## src/sv/tidcf_pkg.sv

```systemverilog
// package for the trace identifier check formatter
// holds reciprocal constants, ascii codes and the check character map
// no dependencies
package tidcf_pkg;

  localparam int unsigned NUM_STAGES = 7;

  // floor(n / 10000) = (n * SERIAL_RECIP) >> SERIAL_SHIFT for 32-bit n
  localparam logic [31:0] SERIAL_RECIP = 32'hD1B7_1759;
  localparam int unsigned SERIAL_SHIFT = 45;
  localparam logic [13:0] SERIAL_MOD   = 14'd10000;

  // floor(n / 100) = ((n >> 2) * PREFIX_RECIP) >> 17 for 16-bit n
  localparam logic [12:0] PREFIX_RECIP = 13'd5243;
  localparam logic [6:0]  PREFIX_MOD   = 7'd100;

  // small divisions for values below 10000 (below 100 for DIV10_SMALL, below 256 for DIV11_RECIP)
  localparam logic [13:0] DIV1000_RECIP  = 14'd8389;
  localparam logic [12:0] DIV100_RECIP   = 13'd5243;
  localparam logic [12:0] DIV10_RECIP    = 13'd6554;
  localparam logic [6:0]  DIV10_SMALL    = 7'd103;
  localparam logic [9:0]  DIV11_RECIP    = 10'd745;
  localparam logic [3:0]  CHECK_MOD      = 4'd11;

  localparam logic [5:0] ASCII_ZERO6 = 6'd48;
  localparam logic [6:0] ASCII_ZERO7 = 7'd48;
  localparam logic [6:0] ASCII_X     = 7'd88;

  typedef logic [3:0] digit_t;

  // check map "0X987654321"
  function automatic logic [6:0] check_char_of(input logic [3:0] value);
    logic [6:0] ch;
    case (value)
      4'd0:    ch = ASCII_ZERO7;
      4'd1:    ch = ASCII_X;
      4'd2, 4'd3, 4'd4, 4'd5, 4'd6, 4'd7, 4'd8, 4'd9, 4'd10:
        ch = ASCII_ZERO7 + 7'(CHECK_MOD - value);
      default: ch = ASCII_ZERO7;
    endcase
    return ch;
  endfunction

endpackage

```

## src/sv/trace_id_check_formatter_unit.sv

```systemverilog
// top level of the trace identifier check formatter
// seven-stage pipeline of narrow arithmetic with constant divisors
// depends on tidcf_pkg
//
// usage:
//   input channel in_valid / in_ready carries one request: id_prefix, id_serial.
//   output channel out_valid / out_ready carries one result per request: the
//   six ascii digits (prefix mod 100, serial mod 10000), the check value
//   (weights 7 down to 2, mod 11) and its check character.
//   each request passes through the stage registers in order, the last being
//   the result register that drives the outputs.
//   throughput: one request per cycle while out_ready is high; each stage holds
//   one request and the stages pass them on together, the widest step being the
//   32 x 32 multiply by the reciprocal of 10000 in the second stage.
//   reset clears all stage valid bits; the block then takes requests at once.
//   when the receiver stalls, the result register holds its request and stages
//   behind it keep filling until each holds a request; in_ready falls only
//   once all seven stages are full.
module trace_id_check_formatter_unit
  import tidcf_pkg::*;
(
  input  logic        clk,
  input  logic        rst,
  input  logic        in_valid,
  output logic        in_ready,
  input  logic [15:0] id_prefix,
  input  logic [31:0] id_serial,
  output logic        out_valid,
  input  logic        out_ready,
  output logic [6:0]  check_char,
  output logic [3:0]  check_value,
  output logic [5:0]  prefix_tens,
  output logic [5:0]  prefix_ones,
  output logic [5:0]  serial_thousands,
  output logic [5:0]  serial_hundreds,
  output logic [5:0]  serial_tens,
  output logic [5:0]  serial_ones
);

  logic [NUM_STAGES-1:0] vld;
  logic [NUM_STAGES-1:0] adv;

  always_comb begin
    adv[NUM_STAGES-1] = !vld[NUM_STAGES-1] || out_ready;
    for (int k = NUM_STAGES - 2; k >= 0; k--) begin
      adv[k] = !vld[k] || adv[k+1];
    end
  end

  assign in_ready  = adv[0];
  assign out_valid = vld[NUM_STAGES-1];

  always_ff @(posedge clk) begin
    if (rst) begin
      vld <= '0;
    end else begin
      if (adv[0]) begin
        vld[0] <= in_valid;
      end
      for (int k = 1; k < NUM_STAGES; k++) begin
        if (adv[k]) begin
          vld[k] <= vld[k-1];
        end
      end
    end
  end

  // stage 1: input register
  logic [15:0] s1_prefix;
  logic [31:0] s1_serial;

  always_ff @(posedge clk) begin
    if (adv[0]) begin
      s1_prefix <= id_prefix;
      s1_serial <= id_serial;
    end
  end

  // stage 2: reciprocal multiplies for the quotients
  logic [63:0] serial_prod;
  logic [26:0] prefix_prod;
  logic [18:0] s2_serial_q;
  logic [9:0]  s2_prefix_q;
  logic [15:0] s2_prefix;
  logic [31:0] s2_serial;

  assign serial_prod = 64'(s1_serial) * 64'(SERIAL_RECIP);
  assign prefix_prod = 27'(s1_prefix[15:2]) * 27'(PREFIX_RECIP);

  always_ff @(posedge clk) begin
    if (adv[1]) begin
      s2_serial_q <= serial_prod[SERIAL_SHIFT +: 19];
      s2_prefix_q <= prefix_prod[26:17];
      s2_prefix   <= s1_prefix;
      s2_serial   <= s1_serial;
    end
  end

  // stage 3: remainders
  logic [31:0] serial_rem;
  logic [15:0] prefix_rem;
  logic [13:0] s3_serial_rem;
  logic [6:0]  s3_prefix_rem;

  assign serial_rem = s2_serial - (32'(s2_serial_q) * 32'(SERIAL_MOD));
  assign prefix_rem = s2_prefix - (16'(s2_prefix_q) * 16'(PREFIX_MOD));

  always_ff @(posedge clk) begin
    if (adv[2]) begin
      s3_serial_rem <= serial_rem[13:0];
      s3_prefix_rem <= prefix_rem[6:0];
    end
  end

  // stage 4: serial quotients by 1000, 100 and 10
  logic [27:0] q1000_prod;
  logic [26:0] q100_prod;
  logic [26:0] q10_prod;
  digit_t      s4_thousands;
  logic [6:0]  s4_q100;
  logic [9:0]  s4_q10;
  logic [13:0] s4_serial_rem;
  logic [6:0]  s4_prefix_rem;

  assign q1000_prod = 28'(s3_serial_rem) * 28'(DIV1000_RECIP);
  assign q100_prod  = 27'(s3_serial_rem) * 27'(DIV100_RECIP);
  assign q10_prod   = 27'(s3_serial_rem) * 27'(DIV10_RECIP);

  always_ff @(posedge clk) begin
    if (adv[3]) begin
      s4_thousands  <= q1000_prod[26:23];
      s4_q100       <= q100_prod[25:19];
      s4_q10        <= q10_prod[25:16];
      s4_serial_rem <= s3_serial_rem;
      s4_prefix_rem <= s3_prefix_rem;
    end
  end

  // stage 5: digits
  logic [13:0] prefix_tens_prod;
  digit_t      ptens;
  logic [6:0]  hundreds_full;
  logic [9:0]  tens_full;
  logic [13:0] ones_full;
  logic [6:0]  pones_full;
  digit_t      s5_digit [6];

  assign prefix_tens_prod = 14'(s4_prefix_rem) * 14'(DIV10_SMALL);
  assign ptens            = prefix_tens_prod[13:10];
  assign hundreds_full    = s4_q100 - (7'(s4_thousands) * 7'd10);
  assign tens_full        = s4_q10 - (10'(s4_q100) * 10'd10);
  assign ones_full        = s4_serial_rem - (14'(s4_q10) * 14'd10);
  assign pones_full       = s4_prefix_rem - (7'(ptens) * 7'd10);

  always_ff @(posedge clk) begin
    if (adv[4]) begin
      s5_digit[0] <= ptens;
      s5_digit[1] <= pones_full[3:0];
      s5_digit[2] <= s4_thousands;
      s5_digit[3] <= hundreds_full[3:0];
      s5_digit[4] <= tens_full[3:0];
      s5_digit[5] <= ones_full[3:0];
    end
  end

  // stage 6: weighted sum
  logic [7:0] wsum;
  digit_t     s6_digit [6];
  logic [7:0] s6_sum;

  always_comb begin
    wsum = '0;
    for (int i = 0; i < 6; i++) begin
      wsum = wsum + (8'(s5_digit[i]) * 8'(7 - i));
    end
  end

  always_ff @(posedge clk) begin
    if (adv[5]) begin
      s6_sum   <= wsum;
      s6_digit <= s5_digit;
    end
  end

  // stage 7: mod 11, check character, result register
  logic [17:0] sum_prod;
  logic [4:0]  sum_q;
  logic [7:0]  chk_full;
  logic [3:0]  chk;
  logic [6:0]  res_char;
  logic [3:0]  res_value;
  digit_t      res_digit [6];

  assign sum_prod = 18'(s6_sum) * 18'(DIV11_RECIP);
  assign sum_q    = sum_prod[17:13];
  assign chk_full = s6_sum - (8'(sum_q) * 8'(CHECK_MOD));
  assign chk      = chk_full[3:0];

  always_ff @(posedge clk) begin
    if (adv[6]) begin
      res_char  <= check_char_of(chk);
      res_value <= chk;
      res_digit <= s6_digit;
    end
  end

  assign check_char       = res_char;
  assign check_value      = res_value;
  assign prefix_tens      = ASCII_ZERO6 + 6'(res_digit[0]);
  assign prefix_ones      = ASCII_ZERO6 + 6'(res_digit[1]);
  assign serial_thousands = ASCII_ZERO6 + 6'(res_digit[2]);
  assign serial_hundreds  = ASCII_ZERO6 + 6'(res_digit[3]);
  assign serial_tens      = ASCII_ZERO6 + 6'(res_digit[4]);
  assign serial_ones      = ASCII_ZERO6 + 6'(res_digit[5]);

endmodule
```

## config.mk

```make
export PLATFORM = sky130hd
export DESIGN_NAME = trace_id_check_formatter_unit
export DESIGN_NICKNAME = d
export VERILOG_FILES = /design/src/sv/tidcf_pkg.sv /design/src/sv/trace_id_check_formatter_unit.sv
export SDC_FILE = /design/constraint.sdc
export NUM_CORES = 2
export LEC_CHECK = 0
export BUFFER_PORTS_ARGS = -buffer_cell sky130_fd_sc_hd__buf_2
export CORE_AREA = 2 2 267 243
export DETAILED_ROUTE_END_ITERATION = 10
export DIE_AREA = 0 0 269 245
export HOLD_SLACK_MARGIN = 0.12
export PLACE_DENSITY_LB_ADDON = 0.25
export SLEW_MARGIN = 25
export SYNTH_ARGS = -nofsm -noshare
export SYNTH_HDL_FRONTEND = slang
export SYNTH_SLANG_ARGS = --single-unit
```

## constraint.sdc

```tcl
create_clock -name clk -period 11.05 [get_ports clk]
set_input_delay 0.5525 -clock clk [delete_from_list [all_inputs] [get_ports clk]]
set_output_delay 0.5525 -clock clk [all_outputs]
set_load 0.005 [all_outputs]
```

**Word-level counts from Yosys, hierarchy flattened**

Cells that the tools add are included.

- Flip-flop bits (word level): 249
- Bits in read-only memories: 0
- RAM bits: 0
- Bits of input ports: 52
- Output and inout bits: 49
- Logic and storage cells: 105
- Memories kept: 0
- Latch bits: 0

- Shift operators: 0
- $add $sub $neg: 20
- $lt $le $gt $ge: 0
- Divide/modulo/power cells: 0
- Reduce and logical (&&, ||, !) cells: 15
- Bitwise operators: 0
- Multipliers: 18
- Equal/unequal tests: 10
- Mux-type cells: 1

Operator list:

| kind | number |
|---|---|
| 32-bit by 32-bit multiplier with 64-bit output (second input constant) | 1 |
| 5-bit by 5-bit adder with 6-bit output (first input constant) | 6 |
| 14-bit by 13-bit multiplier with 27-bit output (second input constant) | 1 |
| 14-bit by 14-bit multiplier with 27-bit output (second input constant) | 1 |
| 14-bit by 13-bit multiplier with 26-bit output (second input constant) | 1 |
| 14-bit by 12-bit multiplier with 25-bit output (second input constant) | 1 |
| 4-bit subtractor | 5 |
| 19-bit by 10-bit multiplier with 10-bit output (second input constant) | 1 |
| 8-bit by 10-bit multiplier with 18-bit output (second input constant) | 1 |
| 8-bit by 6-bit adder with 8-bit output | 2 |
| 4-bit by 3-bit == test with 1-bit output (second input constant) | 4 |
| 4-bit by 3-bit multiplier with 7-bit output (second input constant) | 2 |
| 7-bit by 7-bit multiplier with 14-bit output (second input constant) | 1 |
| 7-bit one-hot mux with 2 select lines | 1 |
| 14-bit subtractor | 1 |
| 4-bit == test (second input constant) | 3 |
| 4-bit by 2-bit multiplier with 6-bit output (second input constant) | 2 |
| 10-bit by 3-bit multiplier with 3-bit output (second input constant) | 1 |
| 10-bit by 5-bit multiplier with 5-bit output (second input constant) | 1 |
| 9-bit OR reduction | 1 |
| 7-bit by 7-bit adder with 8-bit output | 1 |
| 8-bit by 5-bit adder with 8-bit output | 1 |
| 8-bit by 7-bit adder with 8-bit output | 1 |
| 4-bit by 2-bit == test with 1-bit output (second input constant) | 2 |
| 9 further kinds | 22 |

**Longest topological paths before layout**

- Word-level depth: 8
- Depth in mapped cells: 29
- Gate-level depth less buffers: 29

**Least setup slack after synthesis**

OpenSTA, ideal clock, no wires.

- Path type: reg2reg
- Start point: register s1_serial[2]
- End point: register s2_serial_q[3], data pin
- Buffers on the path: 0
- Library setup time: 0.258 ns
- Stages on the path, launching flop included: 23
- Period minus slack after synthesis: 6.951 ns
- Arrival time: 6.693 ns
- Setup slack: 4.099 ns
- Data required time: 10.792 ns
- Cell sequence: edfxtp_1 > ha_1 > inv_1 > fa_1 > fa_1 > inv_1 > fa_1 > inv_1 > fa_1 > inv_1 > fa_1 > fa_1 > fa_1 > ha_1 > a21o_1 > a21o_1 > a2111oi_0 > nor4_1 > or2_0 > o41ai_1 > nand2b_1 > a21oi_1 > xnor2_1

- Longest elaborated chain between the ends: 1

Ends and longest elaborated chain:

| what | line | text |
|---|---|---|
| start, declared | trace_id_check_formatter_unit.sv:70 | `logic [31:0] s1_serial;` |
| start signal, assigned | trace_id_check_formatter_unit.sv:75 | `s1_serial <= id_serial;` |
| 32-bit by 32-bit multiplier with 64-bit output | trace_id_check_formatter_unit.sv:87 | `assign serial_prod = 64'(s1_serial) * 64'(SERIAL_RECIP);` |
| net serial_prod[48] | trace_id_check_formatter_unit.sv:80 | `logic [63:0] serial_prod;` |
| end signal, assigned | trace_id_check_formatter_unit.sv:92 | `s2_serial_q <= serial_prod[SERIAL_SHIFT +: 19];` |
| end, declared | trace_id_check_formatter_unit.sv:82 | `logic [18:0] s2_serial_q;` |

The timed path passes the listed nets, and every way through them passes these cells.
A chain may end at the register's enable or synchronous reset.

**Final worst setup path**

- Start point: register s1_serial[5]
- End point: register s2_serial_q[9], data pin

Same word-level chain as after synthesis.

==> results.ini <==
[status]
status = complete, no violations

[routing]
routedWlPerCell_um = 18.6
drt_iter0_drc = 1115
dr.pass1.iters = 5
antenna_left = 0
routed_wl_um = 81200
vias = 22428
via_per_inst = 5.14
drc_errors = 0

[synth]
synthArstFlopShare_pct = 0
synthDominantAreaCellType = fa_1
ys.warnings.count = 0
ys_types = 65
synth_cells = 3328
syn_area_sq_um = 37600
synth.top_cell.area_share_pct = 37.0
synth_edf_count = 219
postSynthAreaPerCell_sq_um = 11.3
ys.flop_type = edfxtp_1
yosysSeqAreaShare_pct = 17.9
ys_ff_latch = 226
netlist_top_cells_count = inv_1 (1,161), ha_1 (734), fa_1 (694)
ys_top_cells_by_area = fa_1 (37%), ha_1 (24%), edfxtp_1 (18%)
synth.most_common_cell = inv_1

[sta]
min_period_over_period_pct = 70.5
hold_violations = 0
fin_worst_skew_ns = 0.0334
max_freq_mhz = 128
rsz0062_at_grt = false
fin_ws_ns = 3.26
finalSetupViolations = 0
fin_tns_setup_ns = 0
min_period_ns = 7.79
slew_viol_final = 0
tightest_slew_ns = 0.889
relSlewSlack_pct = 40.6

[place]
io_buffers = 88
preCtsSetupSlack_ns = 3.35
globalplace.congestion = 1.01
dp_hpwl_um = 70300

[setup_path]
r2r.worst_path.cells = 23
crit_required_ns = 11.37
crit_path_end_kind = flip-flop
worstPathArrival_ns = 8.11
cp-startpoint = s1_serial[5]$_DFFE_PP_
crit_fanout = 11
critPathKind = flip-flop to flip-flop
start_kind = flip-flop
crit-reg2reg-launch = s1_serial[5]$_DFFE_PP_

[floorplan]
core_sq_um = 63300
initial_core_util_pct = 59.3
dieArea_sq_um = 65900
io_pins = 101
fp-row-count = 88
die_width_um = 269
die_y_um = 245

[global_routing]
grt_usage_pct = 26.9
grt_pass1_vias = 24945
grt_max_degree = 51
antenna_found_initial = 0
grt_pass1_wl_um = 134000
overflow = 0

[final_layout]
drive_gt1_share_pct = 4.33
antennaDiodeCount = 0
nets = 4970
fillers = 4992
areaGrowthSynthToFinish_pct = 7.56

[clock_tree]
postCtsSetupBuffers = 0
clkTransAtPathRegs_ns = 0.06
clockBufferDepth = 3
cts_root_buf = clkbuf_16
insertion_delay_ns = 0.60
cts-resized-gates = 0
cts.sinks = 226
htreeDepth = 1
cts_buffers = 28
cts_tree = built

[flow_run]
drv_cap = 0

[hold_path]
min-delay-start = id_prefix[11]
min_path_type = input pin to flip-flop
worstHoldPathCells = 1

## path summary, 6_finish.rpt
kind / end / slack [ns]
max: s2_serial_q[9]$_DFFE_PP_ / 3.26
min: s1_prefix[11]$_DFFE_PP_ / 0.15
max reg2reg: s2_serial_q[9]$_DFFE_PP_ / 3.26
min reg2reg: res_digit[4]$_DFFE_PP_ / 0.42
## sequential cells by signal, indices dropped and copies added, names as in the netlist, 7 cells and up
name	count
s5_digit	24
s3_serial_rem	14
s2_prefix	7
s6_sum	8
s2_serial	14
s2_serial_q	10
s4_prefix_rem	7
res_digit	24
check_char	7
s6_digit	24
s1_prefix	16
vld	7
s3_prefix_rem	7
s1_serial	32
## metal layers
layer	global-route usage (%)	up-vias	wire length, um
met5	0	-	0
met4	7.40	0	2630
met3	5.73	141	5830
met2	43.5	586	37800
met1	36.7	11174	34900
li1	-	10527	-
## cell usage in the layout, fill, tap and decap left out, types with 10 or more instances in the layout
master | synthesis | routed
nor2b_1 | 14 | 14
o21ai_0 | 25 | 25
clkbuf_16 | 0 | 28
a21oi_1 | 65 | 65
nand4_1 | 14 | 14
edfxtp_1 | 219 | 219
ha_1 | 734 | 734
conb_1 | 1 | 12
o21a_1 | 16 | 16
xnor2_1 | 78 | 78
inv_1 | 1161 | 1160
nand2_1 | 23 | 22
xor2_1 | 30 | 30
nand3_1 | 23 | 22
a21o_1 | 36 | 36
nor2_1 | 48 | 48
nor3_1 | 10 | 10
dlygate4sd3_1 | 0 | 43
fa_1 | 694 | 694
nand2b_1 | 13 | 13
buf_2 | 0 | 88
## worst max-delay path, cell delays in order (launching register included)
cell and delay, ns:
edfxtp_1 0.68, ha_1 0.52, inv_1 0.08, fa_1 0.48, inv_1 0.05, fa_1 0.55, inv_1 0.07, fa_1 0.50
fa_1 0.52, fa_1 0.55, inv_1 0.05, fa_1 0.54, inv_1 0.06, fa_1 0.53, inv_1 0.04, ha_1 0.32
a21o_1 0.19, a21o_1 0.21, a21oi_1 0.15, o21ai_0 0.29, or3b_1 0.44, o221ai_1 0.33, o221ai_1 0.21, xnor2_1 0.16
## area by class of cell
type	instances	area [sq um]	area share, %
sequential	226	6720	16.6
timing repair buffer	135	901	2.23
clock inverter	21	206	0.511
multi-input combinational	1938	26500	65.5
clock buffer	29	704	1.74
inverter	1161	4360	10.8
tap	855	1070	2.65
## kinds of logic after synthesis
group / count (synthesis) / synth area share [%]
flops: 226 / 17.9
fa+ha+maj: 1428 / 61.4
buf+inv: 1175 / 11.9
mux: 3 / 0.0833
compound gates: 211 / 3.78
simple gates: 173 / 2.33
other cells: 1 / 0.00998
xor+xnor: 111 / 2.65
## per-stage QoR
| stage | hold WS, ns | utilization (%) | instance area [sq um] | cells |
|---|---|---|---|---|
| 3_5_place_dp | 0.405 | 61.7 | 39100 | 4272 |
| 2_1_floorplan | 0.400 | - | 37600 | 3339 |
| 3_3_place_gp | 0.401 | 61.7 | 39100 | 4272 |
| 4_1_cts | 0.123 | 63.8 | 40400 | 4365 |
| 6_report | 0.153 | 63.8 | 40400 | 4365 |
| 5_1_grt | 0.125 | 63.8 | 40400 | 4365 |
## repair_timing
item | in CTS | in global routing
setup endpoints to repair | 0 | 0
hold buffers | 43 | 0
endpoints found under the hold margin | 43 | 0
Power is left out: the tool's default activity adds up to more than one toggle a clock period on the data nets, which glitch-free logic cannot reach.
